### config.mk
export PLATFORM = sky130hd
export DESIGN_NAME = svm_ctrl
export DESIGN_NICKNAME = d
export VERILOG_FILES = /design/src/rtl/svm_pkg.sv /design/src/rtl/svm_ctrl.sv
export SDC_FILE = /design/constraint.sdc
export NUM_CORES = 1
export LEC_CHECK = 0
export ABC_AREA = 0
export BUFFER_PORTS_ARGS = -buffer_cell sky130_fd_sc_hd__clkbuf_2
export CAP_MARGIN = 20
export CORE_ASPECT_RATIO = 0.7
export CORE_MARGIN = 2
export CORE_UTILIZATION = 33
export DETAILED_ROUTE_END_ITERATION = 16
export SETUP_SLACK_MARGIN = 0.4
export SYNTH_ARGS = -nofsm -noshare
export SYNTH_HDL_FRONTEND = slang
export SYNTH_SLANG_ARGS = --single-unit
### constraint.sdc
create_clock -name clk -period 2 [get_ports clk]
set_clock_uncertainty 0.05 [all_clocks]
set_input_delay 0.1 -clock clk [delete_from_list [all_inputs] [get_ports clk]]
set_output_delay 0.1 -clock clk [all_outputs]
set_load 0.005 [all_outputs]
### src/rtl/svm_pkg.sv
package svm_pkg;

  localparam int DATA_WORDS_DEF     = 256;
  localparam int STACK_DEPTH_DEF    = 256;
  localparam int REG_COUNT_DEF      = 8;
  localparam int FLAG_REG_INDEX_DEF = 0;
  localparam int PC_BITS_DEF        = 16;

  localparam logic [31:0] MANT_MASK = 32'h1FFF_FFFF;
  localparam int          EXP_SHIFT = 29;

  localparam logic [5:0] OP_NOP   = 6'd0;
  localparam logic [5:0] OP_MOV   = 6'd1;
  localparam logic [5:0] OP_ADD   = 6'd2;
  localparam logic [5:0] OP_SUB   = 6'd3;
  localparam logic [5:0] OP_NEG   = 6'd4;
  localparam logic [5:0] OP_MUL   = 6'd5;
  localparam logic [5:0] OP_DIV   = 6'd6;
  localparam logic [5:0] OP_DADD  = 6'd7;
  localparam logic [5:0] OP_DSUB  = 6'd8;
  localparam logic [5:0] OP_DMUL  = 6'd9;
  localparam logic [5:0] OP_DDIV  = 6'd10;
  localparam logic [5:0] OP_EQ    = 6'd11;
  localparam logic [5:0] OP_JMP   = 6'd12;
  localparam logic [5:0] OP_JMPC  = 6'd13;
  localparam logic [5:0] OP_PUSH  = 6'd14;
  localparam logic [5:0] OP_POP   = 6'd15;
  localparam logic [5:0] OP_PEEK  = 6'd16;
  localparam logic [5:0] OP_SFREE = 6'd17;
  localparam logic [5:0] OP_LAND  = 6'd18;
  localparam logic [5:0] OP_LOR   = 6'd19;
  localparam logic [5:0] OP_AND   = 6'd20;
  localparam logic [5:0] OP_OR    = 6'd21;
  localparam logic [5:0] OP_GT    = 6'd22;
  localparam logic [5:0] OP_GE    = 6'd23;
  localparam logic [5:0] OP_LT    = 6'd24;
  localparam logic [5:0] OP_LE    = 6'd25;
  localparam logic [5:0] OP_NE    = 6'd26;
  localparam logic [5:0] OP_PUTC  = 6'd27;
  localparam logic [5:0] OP_LNOT  = 6'd28;
  localparam logic [5:0] OP_SHL   = 6'd29;
  localparam logic [5:0] OP_SHR   = 6'd30;
  localparam logic [5:0] OP_NOT   = 6'd31;
  localparam logic [5:0] OP_DTOI  = 6'd32;
  localparam logic [5:0] OP_GSP   = 6'd33;
  localparam logic [5:0] OP_PUSHN = 6'd34;

  localparam logic [2:0] MODE_IMM  = 3'd0;
  localparam logic [2:0] MODE_MEM  = 3'd1;
  localparam logic [2:0] MODE_REG  = 3'd2;
  localparam logic [2:0] MODE_RMEM = 3'd3;
  localparam logic [2:0] MODE_STK  = 3'd4;
  localparam logic [2:0] MODE_RSTK = 3'd5;

  localparam logic [2:0] ERR_NONE  = 3'd0;
  localparam logic [2:0] ERR_MODE  = 3'd1;
  localparam logic [2:0] ERR_OP    = 3'd2;
  localparam logic [2:0] ERR_DIV0  = 3'd3;
  localparam logic [2:0] ERR_OVF   = 3'd4;
  localparam logic [2:0] ERR_UNF   = 3'd5;
  localparam logic [2:0] ERR_RANGE = 3'd6;

  localparam logic [1:0] LOC_IMM  = 2'd0;
  localparam logic [1:0] LOC_DATA = 2'd1;
  localparam logic [1:0] LOC_REG  = 2'd2;
  localparam logic [1:0] LOC_STK  = 2'd3;

  // How the execute step continues after the S_EX state.
  localparam logic [2:0] K_SIMPLE = 3'd0;
  localparam logic [2:0] K_DIV    = 3'd1;
  localparam logic [2:0] K_DEC    = 3'd2;
  localparam logic [2:0] K_SRD    = 3'd3;
  localparam logic [2:0] K_PSH    = 3'd4;

  typedef struct packed {
    logic clr;
    logic load;
    logic dec;
    logic res;
    logic cap;
    logic sel_b;
    logic ex;
    logic div_step;
    logic fin2;
    logic srd;
    logic psh;
    logic wb;
    logic done;
  } svm_cmd_t;

  typedef struct packed {
    logic       clr_last;
    logic       op_bad;
    logic       op_nop;
    logic       uses_b;
    logic       res_bad;
    logic       res_mem;
    logic [2:0] kind;
    logic       div_last;
    logic       psh_last;
    logic       out_busy;
  } svm_sts_t;

  function automatic logic writes_a(input logic [5:0] op);
    case (op) inside
      OP_NOP, OP_JMP, OP_JMPC, OP_PUSH, OP_SFREE, OP_PUTC, OP_PUSHN: return 1'b0;
      default: return 1'b1;
    endcase
  endfunction

  function automatic logic reads_b(input logic [5:0] op);
    case (op) inside
      OP_MOV, OP_ADD, OP_SUB, OP_MUL, OP_DIV, OP_DADD, OP_DSUB, OP_DMUL, OP_DDIV,
      OP_EQ, OP_PEEK, OP_LAND, OP_LOR, OP_AND, OP_OR, OP_GT, OP_GE, OP_LT, OP_LE,
      OP_NE, OP_SHL, OP_SHR, OP_DTOI, OP_PUSHN: return 1'b1;
      default: return 1'b0;
    endcase
  endfunction

  function automatic logic [31:0] pow10(input logic [2:0] e);
    case (e)
      3'd0:    return 32'd1;
      3'd1:    return 32'd10;
      3'd2:    return 32'd100;
      3'd3:    return 32'd1000;
      3'd4:    return 32'd10000;
      3'd5:    return 32'd100000;
      3'd6:    return 32'd1000000;
      default: return 32'd10000000;
    endcase
  endfunction

endpackage

### src/rtl/svm_ctrl.sv
module svm_ctrl (
  input  logic             clk,
  input  logic             rst,
  input  logic             in_valid,
  output logic             in_ready,
  input  svm_pkg::svm_sts_t sts,
  output svm_pkg::svm_cmd_t cmd
);
  import svm_pkg::*;

  localparam logic [3:0] S_CLR  = 4'd0;
  localparam logic [3:0] S_IDLE = 4'd1;
  localparam logic [3:0] S_DEC  = 4'd2;
  localparam logic [3:0] S_RA   = 4'd3;
  localparam logic [3:0] S_LA   = 4'd4;
  localparam logic [3:0] S_RB   = 4'd5;
  localparam logic [3:0] S_LB   = 4'd6;
  localparam logic [3:0] S_EX   = 4'd7;
  localparam logic [3:0] S_DIV  = 4'd8;
  localparam logic [3:0] S_FIN2 = 4'd9;
  localparam logic [3:0] S_SRD  = 4'd10;
  localparam logic [3:0] S_PSH  = 4'd11;
  localparam logic [3:0] S_WB   = 4'd12;
  localparam logic [3:0] S_DONE = 4'd13;

  logic [3:0] state, state_next;

  always_ff @(posedge clk) begin
    if (rst) begin
      state <= S_CLR;
    end else begin
      state <= state_next;
    end
  end

  assign in_ready = (state == S_IDLE);

  always_comb begin
    state_next = state;
    cmd        = '0;
    unique case (state)
      S_CLR: begin
        cmd.clr = 1'b1;
        if (sts.clr_last) state_next = S_IDLE;
      end
      S_IDLE: begin
        if (in_valid) begin
          cmd.load   = 1'b1;
          state_next = S_DEC;
        end
      end
      S_DEC: begin
        cmd.dec    = 1'b1;
        state_next = (sts.op_bad || sts.op_nop) ? S_DONE : S_RA;
      end
      S_RA: begin
        cmd.res = 1'b1;
        if (sts.res_bad)      state_next = S_DONE;
        else if (sts.res_mem) state_next = S_LA;
        else if (sts.uses_b)  state_next = S_RB;
        else                  state_next = S_EX;
      end
      S_LA: begin
        cmd.cap    = 1'b1;
        state_next = sts.uses_b ? S_RB : S_EX;
      end
      S_RB: begin
        cmd.res   = 1'b1;
        cmd.sel_b = 1'b1;
        if (sts.res_bad)      state_next = S_DONE;
        else if (sts.res_mem) state_next = S_LB;
        else                  state_next = S_EX;
      end
      S_LB: begin
        cmd.cap    = 1'b1;
        cmd.sel_b  = 1'b1;
        state_next = S_EX;
      end
      S_EX: begin
        cmd.ex = 1'b1;
        case (sts.kind)
          K_DIV:   state_next = S_DIV;
          K_DEC:   state_next = S_FIN2;
          K_SRD:   state_next = S_SRD;
          K_PSH:   state_next = S_PSH;
          default: state_next = S_WB;
        endcase
      end
      S_DIV: begin
        cmd.div_step = 1'b1;
        if (sts.div_last) state_next = S_FIN2;
      end
      S_FIN2: begin
        cmd.fin2   = 1'b1;
        state_next = S_WB;
      end
      S_SRD: begin
        cmd.srd    = 1'b1;
        state_next = S_WB;
      end
      S_PSH: begin
        cmd.psh = 1'b1;
        if (sts.psh_last) state_next = S_DONE;
      end
      S_WB: begin
        cmd.wb     = 1'b1;
        state_next = S_DONE;
      end
      S_DONE: begin
        if (!sts.out_busy) begin
          cmd.done   = 1'b1;
          state_next = S_IDLE;
        end
      end
      default: state_next = S_CLR;
    endcase
  end
endmodule

Yosys cells after proc, flatten, opt, wreduce, memory -nomap -nowiden
Cells that the tools add are included.
{ "word_totals": {"mem_bits_rw": 0, "reg_bits": 4, "memories": 0, "latchBits": 0, "romBits": 0, "elab_cells": 58} }
{ "classes": {"n_bitwise": 0, "div_mod_pow": 0, "muxes": 28, "eq_ne": 22, "multipliers": 0, "reduce_logical": 7, "order_cmp": 0, "shifts": 0, "addsub": 0} }
{ "op_table": {"columns": ["operator", "n"], "rows": [
  ["one-hot mux 4 bit (13 select lines)", 1],
  ["two-way mux 4 bit", 9],
  ["== test 4 bit (second input constant)", 6],
  ["== test 4 x 3 -> 1 bit (second input constant)", 4],
  ["two-way mux 1 bit", 16],
  ["one-hot mux 3 bit (4 select lines)", 1],
  ["!= test 2 bit (second input constant)", 5],
  ["== test 4 x 2 -> 1 bit (second input constant)", 2],
  ["OR reduction 2 bit", 4],
  ["== test 3 x 2 -> 1 bit (second input constant)", 2],
  ["AND reduction 5 bit", 1],
  ["== test 4 x 1 -> 1 bit (second input constant)", 1],
  ["logical NOT 4 bit", 1],
  ["== test 3 x 1 -> 1 bit (second input constant)", 1],
  ["== test 3 bit (second input constant)", 1],
  ["two-way mux 2 bit", 1],
  ["logical OR 1 bit", 1]
]} }

Longest topological paths before layout
Gate-level depths: netlist of run 1.
{ "depth": {"word_depth": 4, "depth_mapped": 6, "mapped_depth_nobuf": 4} }

Least setup slack after synthesis of run 1
OpenSTA, ideal clock, no wires.
{ "synth_timing": {"path_type": "register to register", "startpoint": "register state[0]", "endpoint": "register state[0]", "path_slack_ns": 0.552, "period_less_slack_ns": 1.448, "path_stages_with_launch": 5, "t_arrival_ns": 1.274, "cell_sequence": "dfxtp_1 or4_1 a21o_1 and3b_4 mux2i_1"} }
{ "synth_between": {"elab_chain_cells": 3, "elab_cells_between_ends": 22} }
{ "synth_lines": {"columns": ["item", "line", "rtl"], "rows": [
  ["start: declaration", "svm_ctrl.sv:26", "logic [3:0] state, state_next;"],
  ["start signal: assignment", "svm_ctrl.sv:32", "state <= state_next;"],
  ["== test 4 bit (tied with other cells)", "svm_ctrl.sv:41", "unique case (state)"],
  ["OR reduction 2 bit (no line) or != test 2 bit (tied branches)", null, null],
  ["one-hot mux 4 bit (13 select lines) or AND reduction 5 bit (tied branches)", null, null]
]} }
Parallel ways exist; a longest one is shown, timed or not.
A chain may end at the register's enable or synchronous reset.

Worst setup path after layout of run 1
{ "layout_timing": {"startpoint": "register state[3]", "endpoint": "register state[0]"} }
Same word-level chain as after synthesis.

==> results of run 1 <==
[kinds of logic (layout without fill, tap and decap cells)]
kind of cell	after synthesis	in the layout	share of synthesized area, %
and+or+nand+nor	51	51	44.8
AOI/OAI and AO/OA	22	22	26.9
buffers and inverters	10	43	8.17
DFF	4	4	12.7
xor gates and xnor gates	3	3	4.18
adders and majority gates	1	1	1.59
muxes	1	1	1.59
[layer usage]
metal	share of wire [%]	wire length, um
met2	41	742
met4	1.1	19
met1	50	898
met5	0	0
met3	8.0	145
[cell type report]
type                    instances  area [um^2]
multi-input cells              78          503
inverters                       2         7.51
flip-flops and latches          4         91.3
well taps                      22         27.5
fillers                       195          955
clock buffers                   3         22.5
repair buffers                 38          215
[worst paths after layout]
path                                from       end
worst max-delay path            state[3]  state[0]
worst max register to register  state[3]  state[0]
worst min register to register  state[3]  state[3]
worst min-delay path                 rst  state[1]
[report_power, final]
part / switching, uW / internal, uW
clock: 31.6 / 67.0
sequential: 32.7 / 111
combinational: 272 / 267
[cell usage in the layout, fill, tap and decap left out, drive strengths merged, types with 3 or more instances in the layout]
| cell type | n |
|---|---|
| nor3 | 10 |
| nand2b | 7 |
| buf | 10 |
| a21oi | 3 |
| and3 | 3 |
| nand2 | 5 |
| a221oi | 3 |
| clkbuf | 31 |
| dfxtp | 4 |
| nor2 | 12 |
| o21ai | 3 |
[what timing repair did]
action                     CTS  global route
resized for setup            3             5
setup buffers                0             6
setup endpoints to repair    5             6
pin swaps                    0             2
[stage by stage]
step	area [um^2]	util, %	setup WS, ns	hold slack (ns)	cells
final	867	47.6	0.451	0.0595	147
after global routing	867	47.6	0.370	0.0754	147
after CTS	808	44.4	0.419	0.0598	141
after detailed placement	782	42.9	0.363	0.312	138
after global placement	782	42.9	0.365	0.311	138
after floorplan	628	-	0.552	0.123	92
==> results.md, run 1 <==
* Antenna-violating nets left at 0
* Number of enable-type register cells in the synthesized netlist at 0
* Netlist area before placement at 628 um^2
* Clock Sink Count at 4
* Startpoint class of the critical path: register
* Flip-flop count of the largest register, all copies and words added at 4
* First-pass GRT wire length at roughly 3000 um
* Largest registers: state x4
* GRT met3 Usage at 2.90%
* Number of warning messages in the yosys log at 0
* Number of iterations in the first detailed-routing pass at 4
* Fraction of synthesized cell area taken by the top area cell type at 12.7%
* Number of DRC violations after detailed routing at 0
* Pin count of the biggest net entering global routing at 20
* Setup violators final at 0
* Crit path largest cell delay at just over 0.5 ns
* Buffer and inverter count on the worst path at 0
* Netlist cell types at 40
* Leftover overflow at the end of global routing at 0
* CP arrival at 1.61 ns
* Slew at the pin with the worst max-slew slack at 0.372 ns
* Top cells by instance count after synthesis: sky130_fd_sc_hd__nor2_1, sky130_fd_sc_hd__nor3_1, sky130_fd_sc_hd__nand2b_1
* Async set-or-reset flop fraction in the synthesized netlist at 0%
* Cells along the critical path: or4_1 -> a21o_1 -> and3b_4 -> mux2i_1
* Clock tree from TritonCTS: yes
* Starting density of the core at between 30% and 40%
* Data required time at the worst endpoint at about 2.1 ns
* Gate family responsible for the most delay along the worst path: simple AND/OR/NAND/NOR gates
* Flop and latch count out of synthesis at 4
* Max Freq at approximately 0.65 GHz
* Sequential element share of the synthesized area at roughly an eighth
* Largest voltage drop on the vdd net at 0.484 mV
* Number of cells on the worst hold path at 2
* Cells after Synth at 92
* Met1 Use GR at between 20% and 30%
* Number of antenna repair diodes at 0
* Slew HR at 74.6%
* GRT met2 Usage at 27.4%
* Source-to-sink clock delay at the later pin of the worst-skew pair at 0.23 ns
* Fraction of final layout cells with drive strength greater than 1 at around two fifths
* Boundary Pins at 29
* Critical path fanouts, max at 4
* Via count of the first global-routing pass at about 670
* Routed via count at 790
* Result of the run: complete, no violations
* Syn-to-layout area delta at 38.0%
* Detail-routed net length per standard cell at 12.3 um
* Most flop-heavy register: state
* Port Buf Inserts at 28
* Via density per instance at around 5.4
* Net total in the final layout at between 100 and 150
* Area of the core at approximately 1800 um^2
* Layer with the highest usage: met2
* Horiz. Die Dim at between 50 and 60 um
* Primary flip-flop cell chosen by synthesis mapping: sky130_fd_sc_hd__dfxtp_1
* Number of buffers created by CTS at 3
* Unrepaired setup endpoints after global routing: true
* Total routing usage reported by global routing at approximately 17%
* Final wirelength at roughly 1800 um
* Pins Over Slew Limit at 0
* CTS H-tree depth at 1
* Ranking of synthesized cells by area: sky130_fd_sc_hd__dfxtp_1, sky130_fd_sc_hd__nor3_1, sky130_fd_sc_hd__nor2_1
* Placer's final routability congestion estimate at roughly 0.84
* Final worst-path cycle share at 77.5%
* R2r worst-path depth at 4
* Reg clk slew, reported paths at about 0.040 ns
* Antenna violations before repair at 0
* Post-Synthesis Net Count at roughly 110
* Area of the die at roughly 2300 um^2
* Leakage component of the power at 0.000390 uW
* Nature of the critical path endpoint: register
* Syn_area_per_cell at about 7 um^2
* Post-CTS Hold Fix Bufs at 0
* Crit Path Class: register to register
* Power Dens Cells at 901 nW/um^2
* Row cnt at 13
* Drt initial violations at 29
* Final count of hold timing violations at 0
* Estimated wirelength of the detail-placed design at between 1000 and 1500 um
* Shortest period the worst path allows at 1.55 ns
* Max_cap viols at 0
* Setup_tns at 0 ns
* Most frequent cell after synthesis: sky130_fd_sc_hd__nor2_1
* Maximum buffer depth of the clock tree at 2
* Worst min-delay path category: input port to register
* Setup slack on the worst flop-to-flop path at about 0.45 ns
* Root buf cell: sky130_fd_sc_hd__clkbuf_4
* Dominant cell type by area after synthesis: sky130_fd_sc_hd__dfxtp_1
* Critical path depth in cells at 4
* Die height at about 40 um
* Critical-path top delay cell: sky130_fd_sc_hd__or4_1
* Sum of internal, switching and leakage power at between 700 and 800 uW
(Power assumes the default switching activity.)
==> inputs of run 2 (changes only) <==
clock period = 1.4 ns   (was 2 ns; I/O delays follow)
==> run 2 against run 1 <==
Against the previous run: the run now ends with negative setup slack left; utilization is 18 points higher; hold slack got worse by 0.015 ns; cell area up 37%; clock-buffer cell count stayed put; setup slack got worse by 0.56 ns; global-route usage increased by 4.5 points; cell count grew 12%; critical path type unchanged; largest cell class unchanged; register-to-register slack lost 0.56 ns.
==> results.md, run 2 (synthesized netlist as in run 1, its figures left out) <==
* Boundary Pins at 29
* Slew at the pin with the worst max-slew slack at 0.350 ns
* Power Dens Cells at between 1000 and 1500 nW/um^2
* Commonest cells after routing, fill and taps aside: sky130_fd_sc_hd__clkbuf_2, sky130_fd_sc_hd__buf_4, sky130_fd_sc_hd__buf_6
* Flop pwr share at between 10% and 20%
* Root buf cell: sky130_fd_sc_hd__clkbuf_4
* Number of buffers created by CTS at 3
* Source of the critical timing path: state[3]
* Power share of the clock group at between 10 and 15%
* Number of DRC violations after detailed routing at 0
* Clock tree from TritonCTS: yes
* Nature of the critical path endpoint: register
* Final worst setup slack at -0.106 ns
* Max_cap viols at 0
* Flip-flop count of the largest register, all copies and words added at 4
* Violated checks: negative setup slack
* Via density per instance at ~5.4
* Row cnt at 13
* Antenna-violating nets left at 0
* Switching share of power at 43.3%
* Unrepaired setup endpoints after global routing: true
* Final instance count without filler cells at between 150 and 200
* Most flop-heavy register: state
* Die height at approximately 41 um
* Final count of hold timing violations at 0
* Sum of internal, switching and leakage power at about 1500 uW
* Leading cell type in the layout, fill and taps excluded: sky130_fd_sc_hd__clkbuf_2
* Detail-routed net length per standard cell at 14.8 um
* Maximum buffer depth of the clock tree at 2
* Clock Sink Count at 4
* Max Freq at roughly 0.66 GHz
* Via count of the first global-routing pass at 888
* Final worst-path cycle share at 108%
* Data required time at the worst endpoint at around 1.5 ns
* CTS H-tree depth at 1
* CP arrival at approximately 1.6 ns
* Last element of the critical path: state[0]
* Total routing usage reported by global routing at about 22%
* Worst min-delay path category: input port to register
* Slew HR at around three quarters
* First-pass GRT wire length at 3780 um
* R2r worst-path depth at 4
* Utilization after layout at approximately 65%
* Port Buf Inserts at 28
* Drt initial violations at 29
* Pins Over Slew Limit at 0
* Crit Path Class: register to register
* Area of the die at roughly 2300 um^2
* Syn-to-layout area delta at 89.0%
* Setup violators final at 6
* Internal power summed over all cells at 864 uW
* Setup slack on the worst flop-to-flop path at -0.11 ns
* Hold WS at 0.0443 ns
* Pin count of the biggest net entering global routing at 15
* Worst hold path startpoint: rst
* Antenna violations before repair at 0
* Switching power total at roughly 660 uW
* Fraction of final layout cells with drive strength greater than 1 at around three fifths
* Leakage component of the power at 0.000520 uW
* Result of the run: finished, violations left
* Reg clk slew, reported paths at 0.04 ns
* Number of iterations in the first detailed-routing pass at 4
* Critical path fanouts, max at 3
* Number of antenna repair diodes at 0
* Final wirelength at 2430 um
* Estimated wirelength of the detail-placed design at 1590 um
* Largest voltage drop on the vdd net at around 0.7 mV
* RR Endpoint: state[0]
* Startpoint class of the critical path: register
* Source-to-sink clock delay at the later pin of the worst-skew pair at about 0.25 ns
* Leftover overflow at the end of global routing at 0
* Total placed cells including tap cells at roughly 160
* Starting density of the core at 34.5%
* Placer's final routability congestion estimate at 0.889
* Largest registers: state x4
* Logic gate share of total power at 78.1%
* Net total in the final layout at between 150 and 200
* Startpoint of the most critical register-to-register path: state[3]
* Area of the core at approximately 1800 um^2
* Shortest period the worst path allows at roughly 1.5 ns
* Horiz. Die Dim at about 56 um
* Routed via count at between 800 and 900
==> run 2: cell types whose count changed in the layout (fill, tap and decap cells not counted), sizes merged <==
cell    change
buf        +23
clkbuf      -5
==> run 2: power by group through the flow <==
stage | sequential (uW) | clock [uW] | combinational [uW]
finish | 180 | 155 | 1190
global route | 183 | 158 | 1290
CTS | 178 | 152 | 1110
detailed placement | 174 | 0 | 920
global placement | 171 | 0 | 908
floorplan | 168 | 0 | 605
==> run 2: final cells by class <==
| cell class | count | area [um^2] |
|---|---|---|
| Clock buffer | 3 | 22.5 |
| Fill cell | 168 | 634 |
| Inverter | 2 | 7.51 |
| Multi-Input combinational cell | 78 | 651 |
| Sequential cell | 4 | 87.6 |
| Tap cell | 22 | 27.5 |
| Timing Repair Buffer | 56 | 392 |
==> run 2: worst min-delay path by stage <==
stage	endpoint	slack, ns	cells past startpoint
3_5_place_dp	state[1]	0.29	2
2_1_floorplan	state[1]	0.1	1
4_1_cts	state[2]	0.03	2
3_3_place_gp	state[1]	0.29	2
6_report	state[2]	0.04	2
5_1_grt	state[2]	0.05	2
==> run 2: metrics by stage <==
step           setup TNS [ns]  instance area [um^2]  setup slack, ns
2_1_floorplan         -0.0457                   671          -0.0457
3_3_place_gp           -0.179                   953          -0.0658
3_5_place_dp           -0.323                   953           -0.120
4_1_cts                -0.233                  1120          -0.0977
5_1_grt                -0.945                  1190           -0.208
6_report               -0.390                  1190           -0.106
==> run 2: worst max-delay path, cell delays in order, from the launching register on <==
cell and delay (ns):
sky130_fd_sc_hd__dfxtp_2 0.31, sky130_fd_sc_hd__or4_1 0.51, sky130_fd_sc_hd__a21o_1 0.20, sky130_fd_sc_hd__and3b_4 0.20, sky130_fd_sc_hd__mux2i_1 0.11
==> run 2: routing by layer <==
layer  wire length, um  GRT usage [%]  vias up
li1                  -              -      442
met1              1060           24.3      419
met2              1230           45.6       31
met3                94          0.968        5
met4                48           8.93        0
met5                 0              0        -
==> run 2: timing repair <==
item | in CTS | in global routing
hold endpoints to repair | 0 | 0
gates cloned | 0 | 0
setup endpoints to repair | 18 | 18
gates resized for setup | 29 | 16
setup buffers | 3 | 2
hold buffers | 0 | 0
pin swaps | 2 | 5
